`config.mk`:
```
export PLATFORM = sky130hd
export DESIGN_NAME = time_window_single_resource_scheduler_unit
export DESIGN_NICKNAME = d
export VERILOG_FILES = /design/src/rtl/twsrs_pkg.sv /design/src/rtl/twsrs_table.sv /design/src/rtl/twsrs_scan.sv /design/src/rtl/time_window_single_resource_scheduler_unit.sv
export VERILOG_INCLUDE_DIRS = /design/src /design/src/rtl
export SDC_FILE = /design/constraint.sdc
export NUM_CORES = 2
export LEC_CHECK = 0
export BUFFER_PORTS_ARGS = -buffer_cell sky130_fd_sc_hd__buf_2
export CAP_MARGIN = 20
export CORE_ASPECT_RATIO = 1.25
export CORE_MARGIN = 10
export CORE_UTILIZATION = 55
export CTS_CLUSTER_SIZE = 12
export DETAILED_ROUTE_END_ITERATION = 8
export GPL_TIMING_DRIVEN = 0
export PLACE_DENSITY = 0.76
export SLEW_MARGIN = 30
export SYNTH_ARGS = -nofsm -noshare
export SYNTH_HDL_FRONTEND = slang
export SYNTH_SLANG_ARGS = --single-unit
export TNS_END_PERCENT = 50
```
`constraint.sdc`:
```
create_clock -name clk -period 20.3 [get_ports clk]
set_clock_uncertainty 0.2 [all_clocks]
set_input_delay 3.045 -clock clk [delete_from_list [all_inputs] [get_ports clk]]
set_output_delay 3.045 -clock clk [all_outputs]
set_load 0.02 [all_outputs]
```
`src/rtl/time_window_single_resource_scheduler_unit_defines.svh`:
```
// Assertion macros for the time window scheduler.
`ifndef TIME_WINDOW_SINGLE_RESOURCE_SCHEDULER_UNIT_DEFINES_SVH
`define TIME_WINDOW_SINGLE_RESOURCE_SCHEDULER_UNIT_DEFINES_SVH
`ifndef NO_ASSERTIONS
`define TWSRS_ASSERT_SAME(label, clk, rst_n, ante, cons) \
  label: assert property (@(posedge clk) disable iff (!rst_n) (ante) |-> (cons)) \
    else $error("scheduler check failed");
`define TWSRS_ASSERT_NEXT(label, clk, rst_n, ante, cons) \
  label: assert property (@(posedge clk) disable iff (!rst_n) (ante) |=> (cons)) \
    else $error("scheduler check failed");
`else
`define TWSRS_ASSERT_SAME(label, clk, rst_n, ante, cons)
`define TWSRS_ASSERT_NEXT(label, clk, rst_n, ante, cons)
`endif
`endif

```
`src/rtl/twsrs_pkg.sv`:
```
// Types and constants shared by the time window scheduler modules.
package twsrs_pkg;

  localparam int ID_W   = 32;
  localparam int TIME_W = 40;
  localparam int STAT_W = 3;
  localparam int SLOT_W = 4;

  localparam logic FUNC_WRITE = 1'b0;
  localparam logic FUNC_TICK  = 1'b1;

  localparam logic [STAT_W-1:0] ST_PENDING   = 3'd0;
  localparam logic [STAT_W-1:0] ST_RECORDING = 3'd1;
  localparam logic [STAT_W-1:0] ST_CANCELLED = 3'd5;

  typedef enum logic [1:0] {
    ACT_NONE  = 2'd0,
    ACT_STOP  = 2'd1,
    ACT_MISS  = 2'd2,
    ACT_START = 2'd3
  } act_t;

  typedef enum logic [1:0] {
    SC_IDLE,
    SC_SCAN,
    SC_DRAIN,
    SC_FLUSH
  } scan_state_t;

  typedef struct packed {
    logic [ID_W-1:0]   id;
    logic [TIME_W-1:0] start_time;
    logic [TIME_W-1:0] stop_time;
    logic [STAT_W-1:0] status;
  } entry_t;

endpackage

```
`src/rtl/twsrs_table.sv`:
```
// Schedule table memory with per-slot valid bits and a count of recording entries.
module twsrs_table import twsrs_pkg::*; #(
  parameter int DEPTH = 16,
  parameter int AW    = 4
) (
  input  logic          clk,
  input  logic          rst_n,
  input  logic          wr_en,
  input  logic [AW-1:0] wr_addr,
  input  entry_t        wr_data,
  input  logic          rd_en,
  input  logic [AW-1:0] rd_addr,
  output entry_t        rd_data,
  output logic          rec_any
);

  localparam int CW = $clog2(DEPTH + 1);

  entry_t             mem [DEPTH];
  entry_t             rd_q_r;
  logic               rd_vld_r;
  logic [DEPTH-1:0]   vld_r;
  logic [DEPTH-1:0]   rec_r;
  logic [DEPTH-1:0]   rec_nxt;
  logic [CW-1:0]      cnt_r;
  logic [CW-1:0]      cnt_nxt;
  logic               new_rec;
  logic               old_rec;

  assign new_rec = (wr_data.status == ST_RECORDING);
  assign old_rec = rec_r[wr_addr];

  always_comb begin
    rec_nxt = rec_r;
    cnt_nxt = cnt_r;
    if (wr_en) begin
      rec_nxt[wr_addr] = new_rec;
      if (new_rec && !old_rec) begin
        cnt_nxt = cnt_r + CW'(1);
      end else if (!new_rec && old_rec) begin
        cnt_nxt = cnt_r - CW'(1);
      end
    end
  end

  always_ff @(posedge clk) begin
    if (!rst_n) begin
      vld_r    <= '0;
      rec_r    <= '0;
      cnt_r    <= '0;
      rd_vld_r <= 1'b0;
    end else begin
      rec_r <= rec_nxt;
      cnt_r <= cnt_nxt;
      if (wr_en) begin
        vld_r[wr_addr] <= 1'b1;
      end
      if (rd_en) begin
        rd_vld_r <= vld_r[rd_addr];
      end
    end
  end

  always_ff @(posedge clk) begin
    if (wr_en) begin
      mem[wr_addr] <= wr_data;
    end
    if (rd_en) begin
      rd_q_r <= mem[rd_addr];
    end
  end

  always_comb begin
    rd_data = rd_q_r;
    if (!rd_vld_r) begin
      rd_data.status = ST_CANCELLED;
    end
  end

  assign rec_any = (cnt_r != '0);

endmodule

```
`src/rtl/twsrs_scan.sv`:
```
// Tick sequencer: walks the table, decides actions and emits result beats.
module twsrs_scan import twsrs_pkg::*; #(
  parameter int DEPTH = 16,
  parameter int AW    = 4
) (
  input  logic              clk,
  input  logic              rst_n,
  input  logic              tick_go,
  input  logic [TIME_W-1:0] tick_now,
  input  logic              tick_manual,
  input  logic              rec_any,
  output logic              rd_en,
  output logic [AW-1:0]     rd_addr,
  input  entry_t            rd_data,
  output logic              busy,
  output logic              out_valid,
  output logic [1:0]        out_action,
  output logic [SLOT_W-1:0] out_slot,
  output logic [ID_W-1:0]   out_id,
  output logic              out_last
);

  localparam logic [AW-1:0] LAST_ADDR = AW'(DEPTH - 1);

  scan_state_t        state_r, state_nxt;
  logic [AW-1:0]      addr_r, addr_nxt;
  logic [TIME_W-1:0]  now_r, now_nxt;
  logic               rbusy_r, rbusy_nxt;
  logic               eval_v_r, eval_v_nxt;
  logic [AW-1:0]      eval_slot_r, eval_slot_nxt;
  logic               hold_v_r, hold_v_nxt;
  act_t               hold_act_r, hold_act_nxt;
  logic [SLOT_W-1:0]  hold_slot_r, hold_slot_nxt;
  logic [ID_W-1:0]    hold_id_r, hold_id_nxt;
  logic               ov_r, ov_nxt;
  act_t               oact_r, oact_nxt;
  logic [SLOT_W-1:0]  oslot_r, oslot_nxt;
  logic [ID_W-1:0]    oid_r, oid_nxt;
  logic               olast_r, olast_nxt;
  act_t               act;
  logic               stop_due;
  logic               in_window;

  always_comb begin
    state_nxt = state_r;
    case (state_r)
      SC_IDLE: begin
        if (tick_go) begin
          state_nxt = SC_SCAN;
        end
      end
      SC_SCAN: begin
        if (addr_r == LAST_ADDR) begin
          state_nxt = SC_DRAIN;
        end
      end
      SC_DRAIN: state_nxt = SC_FLUSH;
      SC_FLUSH: state_nxt = SC_IDLE;
      default:  state_nxt = SC_IDLE;
    endcase
  end

  assign stop_due  = (now_r >= rd_data.stop_time);
  assign in_window = (now_r >= rd_data.start_time);

  always_comb begin
    act = ACT_NONE;
    if (eval_v_r) begin
      if (rd_data.status == ST_RECORDING) begin
        if (stop_due) begin
          act = ACT_STOP;
        end
      end else if (rd_data.status == ST_PENDING) begin
        if (stop_due) begin
          act = ACT_MISS;
        end else if (in_window && !rbusy_r) begin
          act = ACT_START;
        end
      end
    end
  end

  always_comb begin
    addr_nxt      = addr_r;
    now_nxt       = now_r;
    rbusy_nxt     = rbusy_r;
    eval_v_nxt    = 1'b0;
    eval_slot_nxt = addr_r;
    hold_v_nxt    = hold_v_r;
    hold_act_nxt  = hold_act_r;
    hold_slot_nxt = hold_slot_r;
    hold_id_nxt   = hold_id_r;
    ov_nxt        = 1'b0;
    oact_nxt      = oact_r;
    oslot_nxt     = oslot_r;
    oid_nxt       = oid_r;
    olast_nxt     = olast_r;
    rd_en         = 1'b0;
    rd_addr       = addr_r;
    case (state_r)
      SC_IDLE: begin
        if (tick_go) begin
          addr_nxt   = '0;
          now_nxt    = tick_now;
          rbusy_nxt  = tick_manual || rec_any;
          hold_v_nxt = 1'b0;
        end
      end
      SC_SCAN: begin
        rd_en      = 1'b1;
        eval_v_nxt = 1'b1;
        addr_nxt   = addr_r + AW'(1);
      end
      SC_FLUSH: begin
        ov_nxt     = 1'b1;
        olast_nxt  = 1'b1;
        hold_v_nxt = 1'b0;
        if (hold_v_r) begin
          oact_nxt  = hold_act_r;
          oslot_nxt = hold_slot_r;
          oid_nxt   = hold_id_r;
        end else begin
          oact_nxt  = ACT_NONE;
          oslot_nxt = '0;
          oid_nxt   = '0;
        end
      end
      default: begin
      end
    endcase
    if (act != ACT_NONE) begin
      if (hold_v_r) begin
        ov_nxt    = 1'b1;
        olast_nxt = 1'b0;
        oact_nxt  = hold_act_r;
        oslot_nxt = hold_slot_r;
        oid_nxt   = hold_id_r;
      end
      hold_v_nxt    = 1'b1;
      hold_act_nxt  = act;
      hold_slot_nxt = SLOT_W'(eval_slot_r);
      hold_id_nxt   = rd_data.id;
      if (act == ACT_START) begin
        rbusy_nxt = 1'b1;
      end
    end
  end

  always_ff @(posedge clk) begin
    if (!rst_n) begin
      state_r  <= SC_IDLE;
      eval_v_r <= 1'b0;
      hold_v_r <= 1'b0;
      ov_r     <= 1'b0;
    end else begin
      state_r  <= state_nxt;
      eval_v_r <= eval_v_nxt;
      hold_v_r <= hold_v_nxt;
      ov_r     <= ov_nxt;
    end
  end

  always_ff @(posedge clk) begin
    addr_r      <= addr_nxt;
    now_r       <= now_nxt;
    rbusy_r     <= rbusy_nxt;
    eval_slot_r <= eval_slot_nxt;
    hold_act_r  <= hold_act_nxt;
    hold_slot_r <= hold_slot_nxt;
    hold_id_r   <= hold_id_nxt;
    oact_r      <= oact_nxt;
    oslot_r     <= oslot_nxt;
    oid_r       <= oid_nxt;
    olast_r     <= olast_nxt;
  end

  assign busy       = (state_r != SC_IDLE);
  assign out_valid  = ov_r;
  assign out_action = oact_r;
  assign out_slot   = oslot_r;
  assign out_id     = oid_r;
  assign out_last   = olast_r;

endmodule

```
`src/rtl/time_window_single_resource_scheduler_unit.sv`:
```
// Top level of the single resource time window scheduler.
//
// Items are presented on the in_ ports and taken when start is high and busy
// is low. A write item (in_func low) loads one table slot
// and produces no result; busy stays low, so another item may follow at once.
// Writes to slots at or beyond the table depth are dropped.
// A tick item (in_func high) walks the table one slot per cycle through the
// synchronous table memory; busy stays high through the scan, drain and flush.
// Results appear one per cycle on the out_ ports while out_valid is high; the
// last beat of a tick has out_last set, and a tick with nothing to do gives a
// single beat with action none. The final beat is on the out_ ports in the
// first cycle with busy low. The receiver cannot hold results off, so beats
// are never stalled. The block never alters a status itself; the host writes
// statuses back. Reset clears every slot to the cancelled state through
// per-slot valid bits, so no clearing pass is needed and the block is ready
// right after reset.
`include "time_window_single_resource_scheduler_unit_defines.svh"
module time_window_single_resource_scheduler_unit import twsrs_pkg::*; #(
  parameter int TABLE_DEPTH = 16
) (
  input  logic              clk,
  input  logic              rst_n,
  input  logic              start,
  output logic              busy,
  input  logic              in_func,
  input  logic [SLOT_W-1:0] in_slot,
  input  logic [ID_W-1:0]   in_entry_id,
  input  logic [TIME_W-1:0] in_start_time,
  input  logic [TIME_W-1:0] in_stop_time,
  input  logic [STAT_W-1:0] in_status_code,
  input  logic [TIME_W-1:0] in_now,
  input  logic              in_manual_busy,
  output logic              out_valid,
  output logic [1:0]        out_action,
  output logic [SLOT_W-1:0] out_slot_out,
  output logic [ID_W-1:0]   out_id_out,
  output logic              out_last
);

  localparam int AW = (TABLE_DEPTH > 1) ? $clog2(TABLE_DEPTH) : 1;

  logic          accept;
  logic          tick_go;
  logic [31:0]   slot_ext;
  logic          wr_ok;
  logic          wr_en;
  logic [AW-1:0] wr_addr;
  entry_t        wr_data;
  logic          rd_en;
  logic [AW-1:0] rd_addr;
  entry_t        rd_data;
  logic          rec_any;

  assign accept   = start && !busy;
  assign tick_go  = accept && (in_func == FUNC_TICK);
  assign slot_ext = 32'(in_slot);
  assign wr_ok    = (slot_ext < 32'(TABLE_DEPTH));
  assign wr_en    = accept && (in_func == FUNC_WRITE) && wr_ok;
  assign wr_addr  = slot_ext[AW-1:0];

  assign wr_data.id         = in_entry_id;
  assign wr_data.start_time = in_start_time;
  assign wr_data.stop_time  = in_stop_time;
  assign wr_data.status     = in_status_code;

  twsrs_table #(
    .DEPTH (TABLE_DEPTH),
    .AW    (AW)
  ) u_table (
    .clk     (clk),
    .rst_n   (rst_n),
    .wr_en   (wr_en),
    .wr_addr (wr_addr),
    .wr_data (wr_data),
    .rd_en   (rd_en),
    .rd_addr (rd_addr),
    .rd_data (rd_data),
    .rec_any (rec_any)
  );

  twsrs_scan #(
    .DEPTH (TABLE_DEPTH),
    .AW    (AW)
  ) u_scan (
    .clk         (clk),
    .rst_n       (rst_n),
    .tick_go     (tick_go),
    .tick_now    (in_now),
    .tick_manual (in_manual_busy),
    .rec_any     (rec_any),
    .rd_en       (rd_en),
    .rd_addr     (rd_addr),
    .rd_data     (rd_data),
    .busy        (busy),
    .out_valid   (out_valid),
    .out_action  (out_action),
    .out_slot    (out_slot_out),
    .out_id      (out_id_out),
    .out_last    (out_last)
  );

  `TWSRS_ASSERT_NEXT(a_tick_holds_busy, clk, rst_n, tick_go, busy)
  `TWSRS_ASSERT_NEXT(a_write_stays_free, clk, rst_n, accept && (in_func == FUNC_WRITE), !busy)
  `TWSRS_ASSERT_SAME(a_none_is_last, clk, rst_n, out_valid && (out_action == ACT_NONE), out_last)
  `TWSRS_ASSERT_SAME(a_beat_follows_tick, clk, rst_n, out_valid, $past(busy))
  `TWSRS_ASSERT_SAME(a_no_read_idle, clk, rst_n, rd_en, busy)

endmodule

```
==> results.json <==
{
  "die_w_um": 364.1,
  "end_kind": "flop",
  "use_met1": 0.3137,
  "final_cell_area_mm2": 0.09435,
  "clk_path_buf_depth": 3,
  "drc_errors": 0,
  "grt_pass1_vias": 45171,
  "nNetsFinal": 5073,
  "crit_fanout": 7,
  "rows": 157,
  "path_class": "in2reg",
  "drv_slew": 0,
  "holdWs_ns": 0.1851,
  "antenna_found_initial": 40,
  "post-synth-top-area-fraction": 0.7515,
  "place_area_mm2": 0.08847,
  "pin_count": 205,
  "p_leak_nw": 31.79,
  "num-fill-cells": 9343,
  "synth_common_cells": "edfxtp_1, mux2i_1, o21ai_0",
  "firstDrtPassIters": 9,
  "synth_area_leaders": "edfxtp_1, mux4_2, mux2i_1",
  "peakVddDrop_uv": 79.88,
  "final_util": 0.6430,
  "grt_pass1_wl_mm": 308.9,
  "drt_iter0_markers": 5815,
  "wl_mm": 215.2,
  "routabilityCongestion": 0.8258,
  "hold_viol_final": 0,
  "die_height_um": 450.1,
  "worstPathArrival_ns": 6.47,
  "die-area_mm2": 0.1639,
  "cts_resized": 0,
  "synth_cells": 4222,
  "slew_headroom": 0.2932,
  "ys.flop_type": "edfxtp_1",
  "avgSynthCellArea_um2": 19.28,
  "dp_hpwl_mm": 147.1,
  "holdBufCountCts": 0,
  "track_usage": 0.2600,
  "overflow": 0,
  "grt_most_used_layer": "met2",
  "yosys.area.top_type": "edfxtp_1",
  "rsz0062_at_grt": "false",
  "synth_area_mm2": 0.08140,
  "grt_max_degree": 40,
  "antenna_left": 0,
  "min_path_type": "reg2reg",
  "status": "finished clean",
  "clkSinkCount": 2124,
  "synth_edf_count": 2037,
  "initial_core_util": 0.5547,
  "synthArstFlopShare": 0,
  "synth.most_common_cell": "edfxtp_1",
  "post_cts_buffers": 0,
  "ctsRootBufferMaster": "clkbuf_16",
  "max_freq_ghz": 0.1622,
  "layout_worst_path_cycle_share": 0.3037,
  "power_density_mw_per_mm2": 107.8,
  "worst_ep_required_time_ns": 20.61,
  "syn-num-nets": 4476,
  "gr-usage-met2": 0.4387,
  "core_region_area_mm2": 0.1467,
  "vias": 44456,
  "numCtsBuffers": 202,
  "wl_per_cell_um": 31.30,
  "tns_ns": 0,
  "drv_cap": 0,
  "post-place-ws_ns": 13.45,
  "drive_above_1_share": 0.2155,
  "htree_levels": 4,
  "yosysWarnings": 0,
  "use_met3": 0.06264,
  "yosysSeqAreaShare": 0.7728,
  "clk_latency_ns": 0.82,
  "netlist-cell-type-count": 53,
  "synth_seq_cells": 2124,
  "area_delta_synth_final_pct": 15.90,
  "tightest_slew_ns": 1.060,
  "start_kind": "input port",
  "vias_per_cell": 6.466,
  "place.port_buffers": 200,
  "clkTransAtPathRegs_ns": 0.06,
  "timing.final.ws_setup_ns": 14.13,
  "finalSetupViolations": 0,
  "fin_crit_ns": 6.166,
  "cts_tree": "yes"
}
[registers in the layout (all words and copies together), names as in the netlist, 2 cells and up]
name / cells
u_scan.out_slot: 4
u_scan.hold_id_r: 32
u_scan.eval_slot_r: 4
u_scan.now_r: 40
u_table.rd_q_r: 3
u_scan.out_id: 32
u_scan.hold_slot_r: 4
u_scan.hold_act_r: 2
u_table.mem: 1840
u_scan.rd_addr: 4
u_table.vld_r: 16
u_table.rec_r: 16
u_table.rd_data: 112
u_table.cnt_r: 5
u_scan.state_r: 2
u_scan.out_action: 2
[worst paths after layout]
kind                          start                     to  slack, ns  cells after the start
hold / removal    u_scan.rd_addr[3]  u_scan.eval_slot_r[3]       0.19                      0
hold reg to reg   u_scan.rd_addr[3]  u_scan.eval_slot_r[3]       0.19                      0
setup reg to reg  u_scan.state_r[0]     u_table.mem[1][73]      15.50                     14
setup / recovery            in_func     u_table.mem[1][73]      14.13                     13
[logic make-up (layout without fill, tap and decap cells)]
group           Yosys count  in the layout  synth area share
compound gates          730            730           0.05756
xor+xnor                  7              7         0.0007532
fa+ha+maj                90             90           0.01393
buf+inv                 302           1031           0.01471
flops                  2124           2124            0.7728
mux                     712            712            0.1262
other cells               0             16                 0
simple gates            257            257           0.01399
[power by group]
part	leakage, nW	switching (W)	total, W	internal [W]
logic	9.91	0.00110	0.00169	0.000589
registers	19.1	0.0000660	0.00506	0.00499
clock network	2.79	0.00153	0.00343	0.00190
[stage by stage]
stage / instances / total power (W)
after floorplan: 4222 / 0.006112
after global placement: 6330 / 0.006740
after detailed placement: 6522 / 0.006799
after CTS: 6858 / 0.01018
after global routing: 6868 / 0.01047
final: 6875 / 0.01017
[metal layers]
layer | routed length, um | vias up
met5 | 185 | -
met4 | 11630 | 30
met3 | 21700 | 571
met2 | 108000 | 2755
met1 | 73680 | 22707
li1 | - | 18393
[critical path: stages]
cell and delay [ns]:
buf_2 0.10, nand3b_1 0.47, nor2_1 0.30, nand2_1 0.32
nor3_2 0.51, buf_4 0.28, buf_4 0.22, buf_6 0.16
buf_4 0.19, buf_4 0.22, buf_4 0.21, buf_4 0.20
buf_4 0.20
[layout make-up]
type                            instances  area, um^2  area share
Clock buffer                          314        5588     0.05923
Buffer                                212       909.6    0.009641
Tap cell                             1908        2387     0.02530
Timing Repair Buffer                  393        4522     0.04793
Sequential cell                      2124       62910      0.6668
Multi-Input combinational cell       1796       17430      0.1848
Inverter                               90       340.3    0.003607
Antenna cell                           16       40.04   0.0004244
Clock inverter                         22       217.7    0.002308
[cell usage in the layout (no fill, tap or decap), types with 6 or more instances in the layout]
cell	count
a21boi_0	8
a21o_1	6
a21oi_1	153
a221oi_1	117
a22o_1	37
a22oi_1	116
buf_1	21
buf_16	97
buf_2	240
buf_4	80
buf_6	12
clkbuf_1	227
clkbuf_16	204
clkbuf_2	21
clkbuf_8	7
dfxtp_1	87
diode_2	16
edfxtp_1	2037
ha_1	88
inv_1	89
inv_6	7
mux2_2	115
mux2i_1	357
mux4_2	240
nand2_1	154
nand3_1	9
nand4_1	12
nor2_1	21
nor2_4	12
nor2b_1	14
o21a_1	19
o21ai_0	252
(Power assumes the default switching activity.)
